**config.mk**
```make
export PLATFORM = sky130hd
export DESIGN_NAME = task_scheduler_with_semaphores
export DESIGN_NICKNAME = d
export VERILOG_FILES = /design/src/rtl/tsched_pkg.sv /design/src/rtl/tsched_slot_table.sv /design/src/rtl/task_scheduler_with_semaphores.sv
export VERILOG_INCLUDE_DIRS = /design/src /design/src/rtl
export SDC_FILE = /design/constraint.sdc
export NUM_CORES = 2
export LEC_CHECK = 0
export ABC_AREA = 1
export BUFFER_PORTS_ARGS = -buffer_cell sky130_fd_sc_hd__buf_4
export CAP_MARGIN = 20
export CORE_MARGIN = 4
export CORE_UTILIZATION = 38
export DETAILED_ROUTE_END_ITERATION = 12
export PLACE_DENSITY = 0.52
export SLEW_MARGIN = 20
export SYNTH_ARGS = -nofsm -noshare
export SYNTH_HDL_FRONTEND = slang
export SYNTH_SLANG_ARGS = --single-unit
```
**constraint.sdc**
```tcl
create_clock -name clk -period 21.5 [get_ports clk]
set_input_delay 4.3 -clock clk [delete_from_list [all_inputs] [get_ports clk]]
set_output_delay 4.3 -clock clk [all_outputs]
set_load 0.05 [all_outputs]
```
**src/rtl/task_scheduler_with_semaphores_defines.svh**
```systemverilog
// Assertion macros for the task scheduler.
// Included by the top level; no other dependencies.
`ifndef TASK_SCHEDULER_WITH_SEMAPHORES_DEFINES_SVH
`define TASK_SCHEDULER_WITH_SEMAPHORES_DEFINES_SVH

// same-cycle implication
`define TS_ASSERT_IMP(label, clk, rst_n, ante, cons) \
    label: assert property (@(posedge clk) disable iff (!rst_n) (ante) |-> (cons)) \
        else $error("task scheduler check failed");

// next-cycle implication
`define TS_ASSERT_NXT(label, clk, rst_n, ante, cons) \
    label: assert property (@(posedge clk) disable iff (!rst_n) (ante) |=> (cons)) \
        else $error("task scheduler check failed");

`endif

```
**src/rtl/tsched_pkg.sv**
```systemverilog
// Types, constants and defaults shared by the task scheduler modules.
// No dependencies.
package tsched_pkg;

    localparam int TASKS_DEF           = 16;
    localparam int SEMAPHORES_DEF      = 4;
    localparam int QUEUE_DEPTH_DEF     = 8;
    localparam int PRIORITY_LEVELS_DEF = 16;

    localparam int           NREGS     = 4;
    localparam logic [4:0]   SKIP_MAX  = 5'd31;
    localparam logic [7:0]   COUNT_MAX = 8'hFF;

    typedef enum logic [1:0] {
        ST_INVALID = 2'd0,
        ST_READY   = 2'd1,
        ST_BLOCKED = 2'd2,
        ST_DELAYED = 2'd3
    } slot_state_t;

    typedef enum logic [2:0] {
        OP_SCHED   = 3'd0,
        OP_TICK    = 3'd1,
        OP_SLEEP   = 3'd2,
        OP_WAIT    = 3'd3,
        OP_POST    = 3'd4,
        OP_CREATE  = 3'd5,
        OP_DESTROY = 3'd6,
        OP_NONE    = 3'd7
    } op_t;

    typedef struct packed {
        slot_state_t st;
        logic [31:0] key;
        logic [3:0]  prio;
        logic [4:0]  skip;
        logic [31:0] ticks;
    } slot_entry_t;

    function automatic logic [7:0] sem_reset_val(input int s);
        logic [7:0] v;
        case (s)
            0:       v = 8'd1;
            1:       v = 8'd0;
            2:       v = 8'd5;
            3:       v = 8'd1;
            default: v = 8'd0;
        endcase
        return v;
    endfunction

endpackage

```
**src/rtl/tsched_slot_table.sv**
```systemverilog
// Task slot table: synchronous memory; read data is valid the cycle after rd_en.
// Per-entry valid bits make never-written entries read as zero. Uses tsched_pkg.
module tsched_slot_table
    import tsched_pkg::*;
#(
    parameter int TASKS = TASKS_DEF
) (
    input  logic                     clk,
    input  logic                     rst_n,
    input  logic                     rd_en,
    input  logic [$clog2(TASKS)-1:0] rd_addr,
    output slot_entry_t              rd_data,
    input  logic                     wr_en,
    input  logic [$clog2(TASKS)-1:0] wr_addr,
    input  slot_entry_t              wr_data
);

    slot_entry_t          mem [TASKS];
    slot_entry_t          rd_q_reg;
    logic                 rd_vld_reg;
    logic [TASKS-1:0]     vld_reg;

    always_ff @(posedge clk)
    begin
        if (wr_en)
        begin
            mem[wr_addr] <= wr_data;
        end
        if (rd_en)
        begin
            rd_q_reg <= mem[rd_addr];
        end
    end

    always_ff @(posedge clk or negedge rst_n)
    begin
        if (!rst_n)
        begin
            vld_reg    <= '0;
            rd_vld_reg <= 1'b0;
        end
        else
        begin
            if (wr_en)
            begin
                vld_reg[wr_addr] <= 1'b1;
            end
            if (rd_en)
            begin
                rd_vld_reg <= vld_reg[rd_addr];
            end
        end
    end

    assign rd_data = rd_vld_reg ? rd_q_reg : '0;

endmodule

```
**src/rtl/task_scheduler_with_semaphores.sv**
```systemverilog
// Task scheduler with counting semaphores: top level, event sequencer and wait queues.
// Uses tsched_pkg, tsched_slot_table and task_scheduler_with_semaphores_defines.svh.
//
//   channel   | direction | content
//   s_axis    | in        | one kernel event per transfer
//   m_axis    | out       | one result per event
//   cfg       | in        | semaphore count load, no handshake
//
// Schedule visits slots from the one after its last stop, at most TASKS*(PRIORITY_LEVELS+1).
// Tick visits every slot; create and destroy walk every slot, then each semaphore's queue
// entries, then write the slot. Post to a waiting queue wakes its head entry, then shifts
// the rest of that queue down. The slot table read port sets the pace.
// No clearing pass after reset.
// A result waiting on m_axis holds the sequencer at its last step.
module task_scheduler_with_semaphores
    import tsched_pkg::*;
#(
    parameter int TASKS           = TASKS_DEF,
    parameter int SEMAPHORES      = SEMAPHORES_DEF,
    parameter int QUEUE_DEPTH     = QUEUE_DEPTH_DEF,
    parameter int PRIORITY_LEVELS = PRIORITY_LEVELS_DEF
) (
    input  logic        clk,
    input  logic        rst_n,
    input  logic        s_axis_tvalid,
    output logic        s_axis_tready,
    // mode[2:0], task_key[34:3], prio[38:35], delay_ticks[70:39], sem_index[72:71]
    input  logic [79:0] s_axis_tdata,
    output logic        m_axis_tvalid,
    input  logic        m_axis_tready,
    // task_slot[3:0], accepted[4], caller_blocked[5], none_ready[6]
    output logic [7:0]  m_axis_tdata,
    input  logic        cfg_wr_en,
    input  logic [1:0]  cfg_index,
    input  logic [7:0]  cfg_data
);

`include "task_scheduler_with_semaphores_defines.svh"

    localparam int SW    = $clog2(TASKS);
    localparam int BOUND = TASKS * (PRIORITY_LEVELS + 1);
    localparam int CW    = $clog2(BOUND);
    localparam int QAW   = $clog2(SEMAPHORES * QUEUE_DEPTH);
    localparam int QLW   = $clog2(QUEUE_DEPTH + 1);
    localparam int SMW   = (SEMAPHORES > 1) ? $clog2(SEMAPHORES) : 1;

    typedef enum logic [8:0] {
        S_IDLE = 9'b000000001,
        S_RD   = 9'b000000010,
        S_EV   = 9'b000000100,
        S_PG   = 9'b000001000,
        S_PGE  = 9'b000010000,
        S_PQ   = 9'b000100000,
        S_PQE  = 9'b001000000,
        S_FIN  = 9'b010000000,
        S_DONE = 9'b100000000
    } state_t;

    function automatic logic [QAW-1:0] qaddr(input logic [SMW-1:0] s,
                                            input logic [QLW-1:0] i);
        return QAW'(int'(s) * QUEUE_DEPTH + int'(i));
    endfunction

    state_t            state_reg;
    op_t               op_reg;
    logic [31:0]       key_reg;
    logic [3:0]        prio_reg;
    logic [31:0]       delay_reg;
    logic [SMW-1:0]    sem_reg;
    logic [SW-1:0]     ptr_reg;
    logic [CW-1:0]     cnt_reg;
    logic [SW-1:0]     scan_reg;
    logic [SW-1:0]     run_reg;
    logic              mfound_reg;
    logic [SW-1:0]     midx_reg;
    slot_entry_t       ment_reg;
    logic              ffound_reg;
    logic [SW-1:0]     fidx_reg;
    logic [SW-1:0]     tgt_reg;
    slot_entry_t       tent_reg;
    logic [SMW-1:0]    ps_reg;
    logic [QLW-1:0]    pi_reg;
    logic [QLW-1:0]    pk_reg;
    logic [QLW-1:0]    qi_reg;
    logic [SW-1:0]     res_slot_reg;
    logic              res_acc_reg;
    logic              res_blk_reg;
    logic              res_none_reg;
    logic              out_valid_reg;
    logic [3:0]        out_slot_reg;
    logic              out_acc_reg;
    logic              out_blk_reg;
    logic              out_none_reg;
    logic [7:0]        sem_cnt_reg [SEMAPHORES];
    logic [QLW-1:0]    q_len_reg [SEMAPHORES];
    logic [SW-1:0]     qmem [SEMAPHORES * QUEUE_DEPTH];
    logic [SW-1:0]     q_rd_reg;

    logic              slot_re;
    logic [SW-1:0]     slot_ra;
    slot_entry_t       e;
    logic              slot_we;
    logic [SW-1:0]     slot_wa;
    slot_entry_t       slot_wd;
    logic              q_re;
    logic [QAW-1:0]    q_ra;
    logic              q_we;
    logic [QAW-1:0]    q_wa;
    logic [SW-1:0]     q_wd;

    logic              in_xfer;
    logic              out_load;
    logic [2:0]        in_mode;
    logic [31:0]       in_key;
    logic [3:0]        in_prio;
    logic [31:0]       in_delay;
    logic [1:0]        in_sem;
    logic [SMW-1:0]    in_sem_i;
    logic              in_sem_bad;
    logic [SW-1:0]     scan_inc;
    logic [SW-1:0]     ptr_inc;
    logic              ptr_last;
    logic              sch_gt;
    logic              sch_found;
    logic              sch_inc;
    logic              ev_match;
    logic              ev_free;
    logic              m_any;
    logic [SW-1:0]     m_idx;
    slot_entry_t       m_ent;
    logic              f_any;
    logic [SW-1:0]     f_idx;
    logic              wait_ok;
    logic [QLW-1:0]    cur_len;
    logic [QLW-1:0]    pg_len;
    logic              pg_more;

    assign in_mode    = s_axis_tdata[2:0];
    assign in_key     = s_axis_tdata[34:3];
    assign in_prio    = s_axis_tdata[38:35];
    assign in_delay   = s_axis_tdata[70:39];
    assign in_sem     = s_axis_tdata[72:71];
    assign in_sem_i   = SMW'(in_sem);
    assign in_sem_bad = 32'(in_sem) >= 32'(SEMAPHORES);

    assign s_axis_tready = (state_reg == S_IDLE);
    assign in_xfer       = s_axis_tvalid && s_axis_tready;
    assign out_load      = (state_reg == S_DONE) && (!out_valid_reg || m_axis_tready);
    assign m_axis_tvalid = out_valid_reg;
    assign m_axis_tdata  = {1'b0, out_none_reg, out_blk_reg, out_acc_reg, out_slot_reg};

    assign scan_inc = (scan_reg == SW'(TASKS - 1)) ? '0 : scan_reg + 1'b1;
    assign ptr_inc  = (ptr_reg == SW'(TASKS - 1)) ? '0 : ptr_reg + 1'b1;
    assign ptr_last = (ptr_reg == SW'(TASKS - 1));

    assign sch_gt    = e.skip > {1'b0, e.prio};
    assign sch_found = sch_gt && (e.st == ST_READY);
    assign sch_inc   = !sch_gt && (e.skip != SKIP_MAX);

    assign ev_match = (e.st != ST_INVALID) && (e.key == key_reg);
    assign ev_free  = (e.st == ST_INVALID);
    assign m_any    = mfound_reg || ev_match;
    assign m_idx    = mfound_reg ? midx_reg : ptr_reg;
    assign m_ent    = mfound_reg ? ment_reg : e;
    assign f_any    = ffound_reg || ev_free;
    assign f_idx    = ffound_reg ? fidx_reg : ptr_reg;

    assign cur_len  = q_len_reg[sem_reg];
    assign wait_ok  = (e.st == ST_READY) && (cur_len < QLW'(QUEUE_DEPTH));
    assign pg_len   = q_len_reg[ps_reg];
    assign pg_more  = pi_reg < pg_len;

    assign slot_re = (state_reg == S_RD);
    assign slot_ra = ptr_reg;

    tsched_slot_table #(
        .TASKS (TASKS)
    ) u_slots (
        .clk     (clk),
        .rst_n   (rst_n),
        .rd_en   (slot_re),
        .rd_addr (slot_ra),
        .rd_data (e),
        .wr_en   (slot_we),
        .wr_addr (slot_wa),
        .wr_data (slot_wd)
    );

    always_comb
    begin
        slot_we = 1'b0;
        slot_wa = ptr_reg;
        slot_wd = e;
        q_we    = 1'b0;
        q_wa    = qaddr(sem_reg, cur_len);
        q_wd    = run_reg;
        q_re    = 1'b0;
        q_ra    = qaddr(sem_reg, qi_reg);
        case (state_reg)
            S_EV:
            begin
                case (op_reg)
                    OP_SCHED:
                    begin
                        slot_we      = sch_found || sch_inc;
                        slot_wd.skip = sch_found ? 5'd0 : e.skip + 5'd1;
                    end
                    OP_TICK:
                    begin
                        slot_we = (e.st == ST_DELAYED);
                        if (e.ticks <= 32'd1)
                        begin
                            slot_wd.ticks = '0;
                            slot_wd.st    = ST_READY;
                        end
                        else
                        begin
                            slot_wd.ticks = e.ticks - 32'd1;
                        end
                    end
                    OP_SLEEP:
                    begin
                        slot_we       = (e.st == ST_READY);
                        slot_wd.ticks = delay_reg;
                        slot_wd.st    = ST_DELAYED;
                    end
                    OP_WAIT:
                    begin
                        slot_we    = wait_ok;
                        slot_wd.st = ST_BLOCKED;
                        q_we       = wait_ok;
                    end
                    OP_POST:
                    begin
                        slot_we    = 1'b1;
                        slot_wd.st = ST_READY;
                    end
                    default:
                    begin
                        slot_we = 1'b0;
                    end
                endcase
            end
            S_PG:
            begin
                q_re = pg_more;
                q_ra = qaddr(ps_reg, pi_reg);
            end
            S_PGE:
            begin
                q_we = (q_rd_reg != tgt_reg);
                q_wa = qaddr(ps_reg, pk_reg);
                q_wd = q_rd_reg;
            end
            S_PQ:
            begin
                q_re = qi_reg < cur_len;
            end
            S_PQE:
            begin
                q_we = (qi_reg != '0);
                q_wa = qaddr(sem_reg, qi_reg - 1'b1);
                q_wd = q_rd_reg;
            end
            S_FIN:
            begin
                slot_we = 1'b1;
                slot_wa = tgt_reg;
                if (op_reg == OP_CREATE)
                begin
                    slot_wd.st    = ST_READY;
                    slot_wd.key   = key_reg;
                    slot_wd.prio  = prio_reg;
                    slot_wd.skip  = '0;
                    slot_wd.ticks = '0;
                end
                else
                begin
                    slot_wd    = tent_reg;
                    slot_wd.st = ST_INVALID;
                end
            end
            default:
            begin
                slot_we = 1'b0;
            end
        endcase
    end

    always_ff @(posedge clk)
    begin
        if (q_we)
        begin
            qmem[q_wa] <= q_wd;
        end
        if (q_re)
        begin
            q_rd_reg <= qmem[q_ra];
        end
    end

    always_ff @(posedge clk or negedge rst_n)
    begin
        if (!rst_n)
        begin
            state_reg     <= S_IDLE;
            op_reg        <= OP_NONE;
            scan_reg      <= SW'(TASKS - 1);
            run_reg       <= '0;
            out_valid_reg <= 1'b0;
            for (int s = 0; s < SEMAPHORES; s++)
            begin
                sem_cnt_reg[s] <= sem_reset_val(s);
                q_len_reg[s]   <= '0;
            end
        end
        else
        begin
            if (out_load)
            begin
                out_valid_reg <= 1'b1;
            end
            else if (m_axis_tready)
            begin
                out_valid_reg <= 1'b0;
            end
            case (state_reg)
                S_IDLE:
                begin
                    if (in_xfer)
                    begin
                        op_reg       <= op_t'(in_mode);
                        key_reg      <= in_key;
                        prio_reg     <= (32'(in_prio) >= 32'(PRIORITY_LEVELS)) ?
                                        4'(PRIORITY_LEVELS - 1) : in_prio;
                        delay_reg    <= in_delay;
                        sem_reg      <= in_sem_i;
                        cnt_reg      <= '0;
                        mfound_reg   <= 1'b0;
                        ffound_reg   <= 1'b0;
                        res_slot_reg <= '0;
                        res_acc_reg  <= 1'b0;
                        res_blk_reg  <= 1'b0;
                        res_none_reg <= 1'b0;
                        state_reg    <= S_DONE;
                        case (op_t'(in_mode))
                            OP_SCHED:
                            begin
                                ptr_reg   <= scan_inc;
                                state_reg <= S_RD;
                            end
                            OP_TICK, OP_CREATE, OP_DESTROY:
                            begin
                                ptr_reg   <= '0;
                                state_reg <= S_RD;
                            end
                            OP_SLEEP:
                            begin
                                ptr_reg   <= run_reg;
                                state_reg <= S_RD;
                            end
                            OP_WAIT:
                            begin
                                if (!in_sem_bad)
                                begin
                                    if (sem_cnt_reg[in_sem_i] != 8'd0)
                                    begin
                                        sem_cnt_reg[in_sem_i] <= sem_cnt_reg[in_sem_i] - 8'd1;
                                        res_acc_reg           <= 1'b1;
                                    end
                                    else
                                    begin
                                        ptr_reg   <= run_reg;
                                        state_reg <= S_RD;
                                    end
                                end
                            end
                            OP_POST:
                            begin
                                if (!in_sem_bad)
                                begin
                                    if (sem_cnt_reg[in_sem_i] == 8'd0 &&
                                        q_len_reg[in_sem_i] != '0)
                                    begin
                                        qi_reg    <= '0;
                                        state_reg <= S_PQ;
                                    end
                                    else if (sem_cnt_reg[in_sem_i] != COUNT_MAX)
                                    begin
                                        sem_cnt_reg[in_sem_i] <= sem_cnt_reg[in_sem_i] + 8'd1;
                                        res_acc_reg           <= 1'b1;
                                    end
                                end
                            end
                            default:
                            begin
                                state_reg <= S_DONE;
                            end
                        endcase
                    end
                end
                S_RD:
                begin
                    state_reg <= S_EV;
                end
                S_EV:
                begin
                    state_reg <= S_DONE;
                    case (op_reg)
                        OP_SCHED:
                        begin
                            if (sch_found)
                            begin
                                scan_reg     <= ptr_reg;
                                run_reg      <= ptr_reg;
                                res_slot_reg <= ptr_reg;
                                res_acc_reg  <= 1'b1;
                            end
                            else if (cnt_reg == CW'(BOUND - 1))
                            begin
                                scan_reg     <= ptr_reg;
                                res_none_reg <= 1'b1;
                            end
                            else
                            begin
                                cnt_reg   <= cnt_reg + 1'b1;
                                ptr_reg   <= ptr_inc;
                                state_reg <= S_RD;
                            end
                        end
                        OP_TICK:
                        begin
                            if (ptr_last)
                            begin
                                res_acc_reg <= 1'b1;
                            end
                            else
                            begin
                                ptr_reg   <= ptr_inc;
                                state_reg <= S_RD;
                            end
                        end
                        OP_SLEEP:
                        begin
                            res_acc_reg <= (e.st == ST_READY);
                        end
                        OP_WAIT:
                        begin
                            if (wait_ok)
                            begin
                                q_len_reg[sem_reg] <= cur_len + 1'b1;
                                res_acc_reg        <= 1'b1;
                                res_blk_reg        <= 1'b1;
                            end
                        end
                        OP_POST:
                        begin
                            qi_reg    <= QLW'(1);
                            state_reg <= S_PQ;
                        end
                        OP_CREATE, OP_DESTROY:
                        begin
                            mfound_reg <= m_any;
                            midx_reg   <= m_idx;
                            ment_reg   <= m_ent;
                            ffound_reg <= f_any;
                            fidx_reg   <= f_idx;
                            ps_reg     <= '0;
                            pi_reg     <= '0;
                            pk_reg     <= '0;
                            tent_reg   <= m_ent;
                            if (!ptr_last)
                            begin
                                ptr_reg   <= ptr_inc;
                                state_reg <= S_RD;
                            end
                            else if (m_any)
                            begin
                                tgt_reg   <= m_idx;
                                state_reg <= S_PG;
                            end
                            else if (f_any && op_reg == OP_CREATE)
                            begin
                                tgt_reg   <= f_idx;
                                state_reg <= S_PG;
                            end
                        end
                        default:
                        begin
                            state_reg <= S_DONE;
                        end
                    endcase
                end
                S_PG:
                begin
                    if (pg_more)
                    begin
                        state_reg <= S_PGE;
                    end
                    else
                    begin
                        q_len_reg[ps_reg] <= pk_reg;
                        pi_reg            <= '0;
                        pk_reg            <= '0;
                        if (ps_reg == SMW'(SEMAPHORES - 1))
                        begin
                            state_reg <= S_FIN;
                        end
                        else
                        begin
                            ps_reg <= ps_reg + 1'b1;
                        end
                    end
                end
                S_PGE:
                begin
                    if (q_rd_reg != tgt_reg)
                    begin
                        pk_reg <= pk_reg + 1'b1;
                    end
                    pi_reg    <= pi_reg + 1'b1;
                    state_reg <= S_PG;
                end
                S_PQ:
                begin
                    if (qi_reg < cur_len)
                    begin
                        state_reg <= S_PQE;
                    end
                    else
                    begin
                        q_len_reg[sem_reg] <= cur_len - 1'b1;
                        res_acc_reg        <= 1'b1;
                        state_reg          <= S_DONE;
                    end
                end
                S_PQE:
                begin
                    if (qi_reg == '0)
                    begin
                        ptr_reg   <= q_rd_reg;
                        state_reg <= S_RD;
                    end
                    else
                    begin
                        qi_reg    <= qi_reg + 1'b1;
                        state_reg <= S_PQ;
                    end
                end
                S_FIN:
                begin
                    res_acc_reg  <= 1'b1;
                    res_slot_reg <= (op_reg == OP_CREATE) ? tgt_reg : '0;
                    state_reg    <= S_DONE;
                end
                S_DONE:
                begin
                    if (out_load)
                    begin
                        state_reg <= S_IDLE;
                    end
                end
                default:
                begin
                    state_reg <= S_IDLE;
                end
            endcase
            if (cfg_wr_en && (32'(cfg_index) < 32'(SEMAPHORES)))
            begin
                sem_cnt_reg[SMW'(cfg_index)] <= cfg_data;
            end
        end
    end

    always_ff @(posedge clk)
    begin
        if (out_load)
        begin
            out_slot_reg <= 4'(res_slot_reg);
            out_acc_reg  <= res_acc_reg;
            out_blk_reg  <= res_blk_reg;
            out_none_reg <= res_none_reg;
        end
    end

    `TS_ASSERT_IMP(a_blk_needs_acc, clk, rst_n, out_valid_reg && out_blk_reg, out_acc_reg)
    `TS_ASSERT_IMP(a_none_not_acc, clk, rst_n, out_valid_reg && out_none_reg, !out_acc_reg)
    `TS_ASSERT_NXT(a_busy_after_xfer, clk, rst_n, in_xfer, state_reg != S_IDLE)

endmodule

```
Word-level counts from Yosys, hierarchy flattened
Memories as Yosys holds them, arrays and structs flattened. A register that Yosys moved wholly into a read port is not among the register bits.
Index checks and enable logic that the tools add are counted.
Widths: inputs -> output; s select.
{"block": "word_totals", "ff_bits": 284, "ram_bits": 1328, "out_inout_bits": 10, "n_memories": 2}
{"name": "u_slots.mem", "depth": 16, "word_bits": 75, "rd": 1, "rd_clocked_by_memory_dff": 1, "write_ports": 1, "line": "tsched_slot_table.sv:18", "rtl": "slot_entry_t mem [TASKS];"}
{"name": "qmem", "depth": 32, "word_bits": 4, "rd": 1, "rd_clocked_by_memory_dff": 1, "write_ports": 1, "line": "task_scheduler_with_semaphores.sv:96", "rtl": "logic [SW-1:0] qmem [SEMAPHORES * QUEUE_DEPTH];"}
{"block": "op_classes", "addsub": 19, "n_reduce_logical": 63, "magnitude_cmp": 16, "eq_ne": 61, "bitwise": 6, "muxes": 150}
{"cell": "$mux 32", "count": 7}
{"cell": "$mux 9", "count": 17}
{"cell": "$mux 4", "count": 36}
{"cell": "$pmux 32 s2", "count": 2}
{"cell": "$bwmux 32", "count": 3}
{"cell": "$pmux 9 s9", "count": 1}
{"cell": "$mux 75", "count": 1}
{"cell": "$mux 74", "count": 1}
{"cell": "$pmux 37 s2", "count": 1}
{"cell": "$mux 73", "count": 1}
{"cell": "$mux 16", "count": 4}
{"cell": "$pmux 4 s3", "count": 5}
{"cell": "$bwmux 16", "count": 3}
{"cell": "$pmux 16 s3", "count": 1}
{"cell": "$mux 36", "count": 1}
{"cell": "$pmux 9 s4", "count": 1}
{"cell": "$demux 8 s2", "count": 2}
{"cell": "$eq 32x32->1", "count": 1}
{"cell": "$le 32x1->1 const B", "count": 1}
{"cell": "$mux 8", "count": 4}
{"cell": "$sub 32x1->32 const B", "count": 1}
{"cell": "$reduce_and 5->1", "count": 6}
{"cell": "$pmux 9 s3", "count": 1}
{"cell": "$ne 2x2->1 const B", "count": 13}
{"cell": "80 further kinds", "count": 201}

Longest topological paths before layout
{"block": "depth", "depth_word": 13, "depth_mapped": 21, "mapped_depth_nobuf": 20}

Modules after synthesis
A second synthesis with hierarchy kept.
{"block": "hier_totals", "cells_unflattened": 6560, "hier_area_um2": 73340.3}
{"module": "tsched_slot_table", "seq_area_each_um2": 38712.1, "cells_each": 3811, "instances": 1, "area_each_um2": 50579.8}
{"module": "task_scheduler_with_semaphores", "seq_area_each_um2": 11651.2, "cells_each": 2749, "instances": 1, "area_each_um2": 22760.6}

Worst setup path before layout
Ideal clock, no wire load.
{"block": "synth_path", "path_kind": "input port to flip-flop", "start": "input rst_n", "end": "register tent_reg[0] in the netlist's numbering (enable)", "path_buffers": 0, "path_slack_ns": 11.544, "path_stages": 2, "arrival_ns": 9.362, "cell_sequence": "inv_1 -> nor3_1"}
{"block": "synth_via", "elab_chain_cells": 1}
{"element": "start, declared", "line": "task_scheduler_with_semaphores.sv:24", "rtl": "input logic rst_n,"}
{"element": "$reduce_and 4->1 (no source line)"}
{"element": "end signal, assigned", "line": "task_scheduler_with_semaphores.sv:471", "rtl": "tent_reg <= m_ent;"}
{"element": "end, declared", "line": "task_scheduler_with_semaphores.sv:80", "rtl": "slot_entry_t tent_reg;"}
Every way passes these cells.
A chain may end at the register's enable or synchronous reset.

Worst setup path after layout
{"block": "layout_path", "start": "register state_reg[4]", "end": "output s_axis_tready"}
{"block": "layout_via", "elab_chain_cells": 1}
{"element": "start, declared", "line": "task_scheduler_with_semaphores.sv:64", "rtl": "state_t state_reg;"}
{"element": "start signal, assigned", "line": "task_scheduler_with_semaphores.sv:306", "rtl": "state_reg <= S_IDLE;"}
{"element": "start signal, assigned", "line": "task_scheduler_with_semaphores.sv:345", "rtl": "state_reg <= S_DONE;"}
{"element": "start signal, assigned", "line": "task_scheduler_with_semaphores.sv:350", "rtl": "state_reg <= S_RD;"}
{"element": "$eq 9x1->1", "line": "task_scheduler_with_semaphores.sv:146", "rtl": "assign s_axis_tready = (state_reg == S_IDLE);"}
{"element": "end, declared", "line": "task_scheduler_with_semaphores.sv:26", "rtl": "output logic s_axis_tready,"}
Every way passes these cells.

==> results by group <==
Timing
  – Final Cycle Share: 0.322
  – Least-Margin Pin Slew: 1.10 ns
  – RSZ-0062 raised after global routing: no
  – Max-slew headroom: 0.262
  – Endpoints failing setup: 0
  – Worst hold slack: 0.420 ns
  – Final-report hold violation count: 0
  – Slew Limit Fails: 0
  – PnR worst setup slack: 14.58 ns
  – Clk_skew: 0.0516 ns
  – Fmax: 145 MHz
  – Final min period: 6.92 ns
  – Fin Setup TNS: 0 ns

Clock network
  – Clock transition at path regs: 0.06 ns
  – Post-CTS Setup Inserts: 0
  – H-tree Lvls: 4
  – Root Driver: clkbuf_16
  – Clock latency on the worst-skew pair: 0.83 ns
  – Post-cts sizing count: 0
  – Clk sink count: 1,691
  – CTS Hold Bufs: 0
  – Num CTS Buffers: 179
  – CTS tree: yes
  – Clock tree buffer depth: 3

Worst setup path
  – R2r setup slk: 14.69 ns
  – RR Startpoint: u_slots.rd_vld_reg
  – Critical Path Start: state_reg[4]
  – WP data arrival: 2.62 ns
  – Reg2Reg Capture Point: u_slots.mem[11][49]
  – Worst Path Required: 17.20 ns
  – Reg2reg path depth: 17
  – WS Path Type: flip-flop to output port
  – CP max FO: 9
  – Startpoint types: flip-flop
  – Setup crit end kind: output port

Detailed routing
  – Drt initial violations: 3,946
  – Vias/cell: 5.50
  – DR vias: 48,800
  – Wire per inst: 24.1 um
  – DRT antenna net count: 0
  – TritonRoute pass-1 iters: 5
  – Residual DRC: 0
  – Post-Route WL: 214,000 um

Logic synthesis
  – FF+latch count, synth: 1,691
  – Mapped Cells: 6,174
  – Top FF cell, synth: edfxtp_1
  – Sequential area share after synthesis: 0.705
  – Synth Area per Inst: 11.6 um2
  – Post-synth ARST share: 0.0509
  – Syn Std Cell Area: 71,500 um2
  – Synth Net Count: 6,303
  – Synth unique cells: 50
  – Post-synth EDFFs: 1,605
  – Synth Warn #: 0

Floorplanning
  – Core box area: 186,000 um2
  – Starting Density: 0.384
  – Die width: 442 um
  – Core Rows: 158
  – Die area: 195,000 um2
  – I/O pins: 105
  – Die height: 442 um

Placed design
  – Final RePlAce weighted congestion: 0.877
  – DP Cell Count: 8,518
  – DP Worst Slack: 14.02 ns
  – DP HPWL: 113,000 um
  – Count of buffers from port buffering: 96
  – Area after DPL: 75,100 um2

Pwr
  – Cell-internal power: 6.25 mW
  – Logic pwr share: 0.209
  – Sequential power share: 0.455
  – Switch share: 0.312
  – Final total power: 9.07 mW
  – Sw power: 2.83 mW
  – Leak pwr: 29.1 nW
  – IR Drop Worst-Case VDD: 0.103 mV
  – Clock power frac: 0.336
  – Pwr/cell area: 112 nW/um2

Global route
  – Initial antenna violation count: 3
  – Total gr overflow: 0
  – Total GRT Usage: 0.212
  – Largest net degree at the start of global routing: 210
  – First-pass GRT wire length: 315,000 um
  – Vias in the first global route: 46,700

Final layout
  – Max FFs per register: 1,200
  – Final non-filler cell total: 8,873
  – Final Util: 0.436
  – Layout cells sized above 1: 0.0918
  – Post-route cell area: 81,100 um2
  – Layout area overhead: 13.5%
  – Final net count: 6,370

Min path
  – Worst min-delay path endpoint: out_slot_reg[0]
  – Hold Path Class: flip-flop to flip-flop
  – Hold Path Origin: res_slot_reg[0]
  – Min-Delay Path Depth: 0

Status
  – Status: complete, no violations

Flow run
  – Max Cap Violations: 0
synth_stat cells (12+ instances only):
cell | n | share of area
a21oi_1 | 285 | 0.020
nand3_1 | 312 | 0.022
nor3_1 | 21 | 0.0015
nand2_1 | 1281 | 0.067
o211ai_1 | 114 | 0.012
a221oi_1 | 90 | 0.011
buf_2 | 20 | 0.0014
inv_1 | 334 | 0.018
xor2_1 | 46 | 0.0056
edfxtp_1 | 1605 | 0.67
buf_1 | 26 | 0.0014
nand4_1 | 87 | 0.0076
inv_2 | 13 | 0.00068
ha_1 | 34 | 0.0060
o221ai_1 | 96 | 0.012
nor2_1 | 652 | 0.034
o21ai_0 | 576 | 0.040
dfstp_2 | 12 | 0.0044
o22ai_1 | 97 | 0.0085
dfrtp_1 | 74 | 0.026
clkbuf_1 | 280 | 0.015
layout make-up:
class                           instances  area, um2
Antenna cell                            1       2.50
Clock buffer                          233       4760
Clock inverter                         99        968
Fill cell                           17300     105000
Inverter                              353       1350
Multi-Input combinational cell       3797      18900
Sequential cell                      1691      50400
Tap cell                             2480       3100
Timing Repair Buffer                  219       1690
worst max-delay path by stage:
stage	end	slack, ns	cells after the start
global placement	qi_reg[1]	14.08	14
floorplan	tent_reg[0]	11.54	2
finish	s_axis_tready	14.58	6
detailed placement	qi_reg[0]	14.02	14
CTS	s_axis_tready	14.54	6
global route	u_slots.mem[11][49]	14.34	17
per-layer routing:
layer | wire (um) | GRT usage
met3 | 11000 | 0.0262
met2 | 105000 | 0.359
met1 | 92900 | 0.289
met5 | 13 | 0
met4 | 5190 | 0.0590
power groups by stage:
| stage | sequential, mW | clock, mW | combinational, mW |
|---|---|---|---|
| finish | 4.12 | 3.05 | 1.90 |
| global route | 4.13 | 3.25 | 2.11 |
| CTS | 4.13 | 3.11 | 1.86 |
| detailed placement | 4.20 | 0 | 1.85 |
| global placement | 4.20 | 0 | 1.82 |
| floorplan | 4.15 | 0 | 1.22 |
kinds of logic after synthesis:
kind of cell	after synthesis	share of synthesized area
simple gates	2399	0.137
flops	1691	0.705
compound gates	1307	0.108
buf+inv	686	0.0367
xor+xnor	56	0.00686
fa+ha+maj	34	0.00595
other cells	1	0.0000525
cells in the final DEF, fill, tap and decap left out, types with 9 or more instances in the layout:
cell type | Yosys | routed
nand3_1 | 312 | 312
nand2_1 | 1281 | 1277
edfxtp_1 | 1605 | 1605
o21ai_1 | 11 | 12
o22ai_1 | 97 | 97
nor3_1 | 21 | 18
or2_2 | 11 | 11
ha_1 | 34 | 34
clkinv_2 | 0 | 31
o21bai_1 | 10 | 10
nor2_4 | 2 | 20
nand2_2 | 6 | 9
clkbuf_16 | 0 | 182
clkinv_1 | 6 | 42
nand4_1 | 87 | 87
clkbuf_1 | 280 | 50
a21oi_1 | 285 | 285
o221ai_2 | 0 | 28
clkbuf_4 | 0 | 18
buf_4 | 6 | 193
inv_2 | 13 | 11
xnor2_1 | 10 | 10
o221ai_1 | 96 | 68
o21ai_0 | 576 | 571
dfrtp_1 | 74 | 73
dfstp_2 | 12 | 12
nor2_1 | 652 | 633
o211ai_1 | 114 | 114
xor2_1 | 46 | 46
inv_1 | 334 | 331
bufinv_16 | 0 | 14
a221oi_1 | 90 | 90
worst max-delay path, stage by stage, from the launching register on:
cell and delay (ns):
dfrtp_1 0.40, nor2_1 0.27, nand2_1 0.15, inv_2 0.10
nand3_1 0.18, nor3_4 0.37, buf_4 0.30
Note: power is estimated with default switching activity, not from simulation.
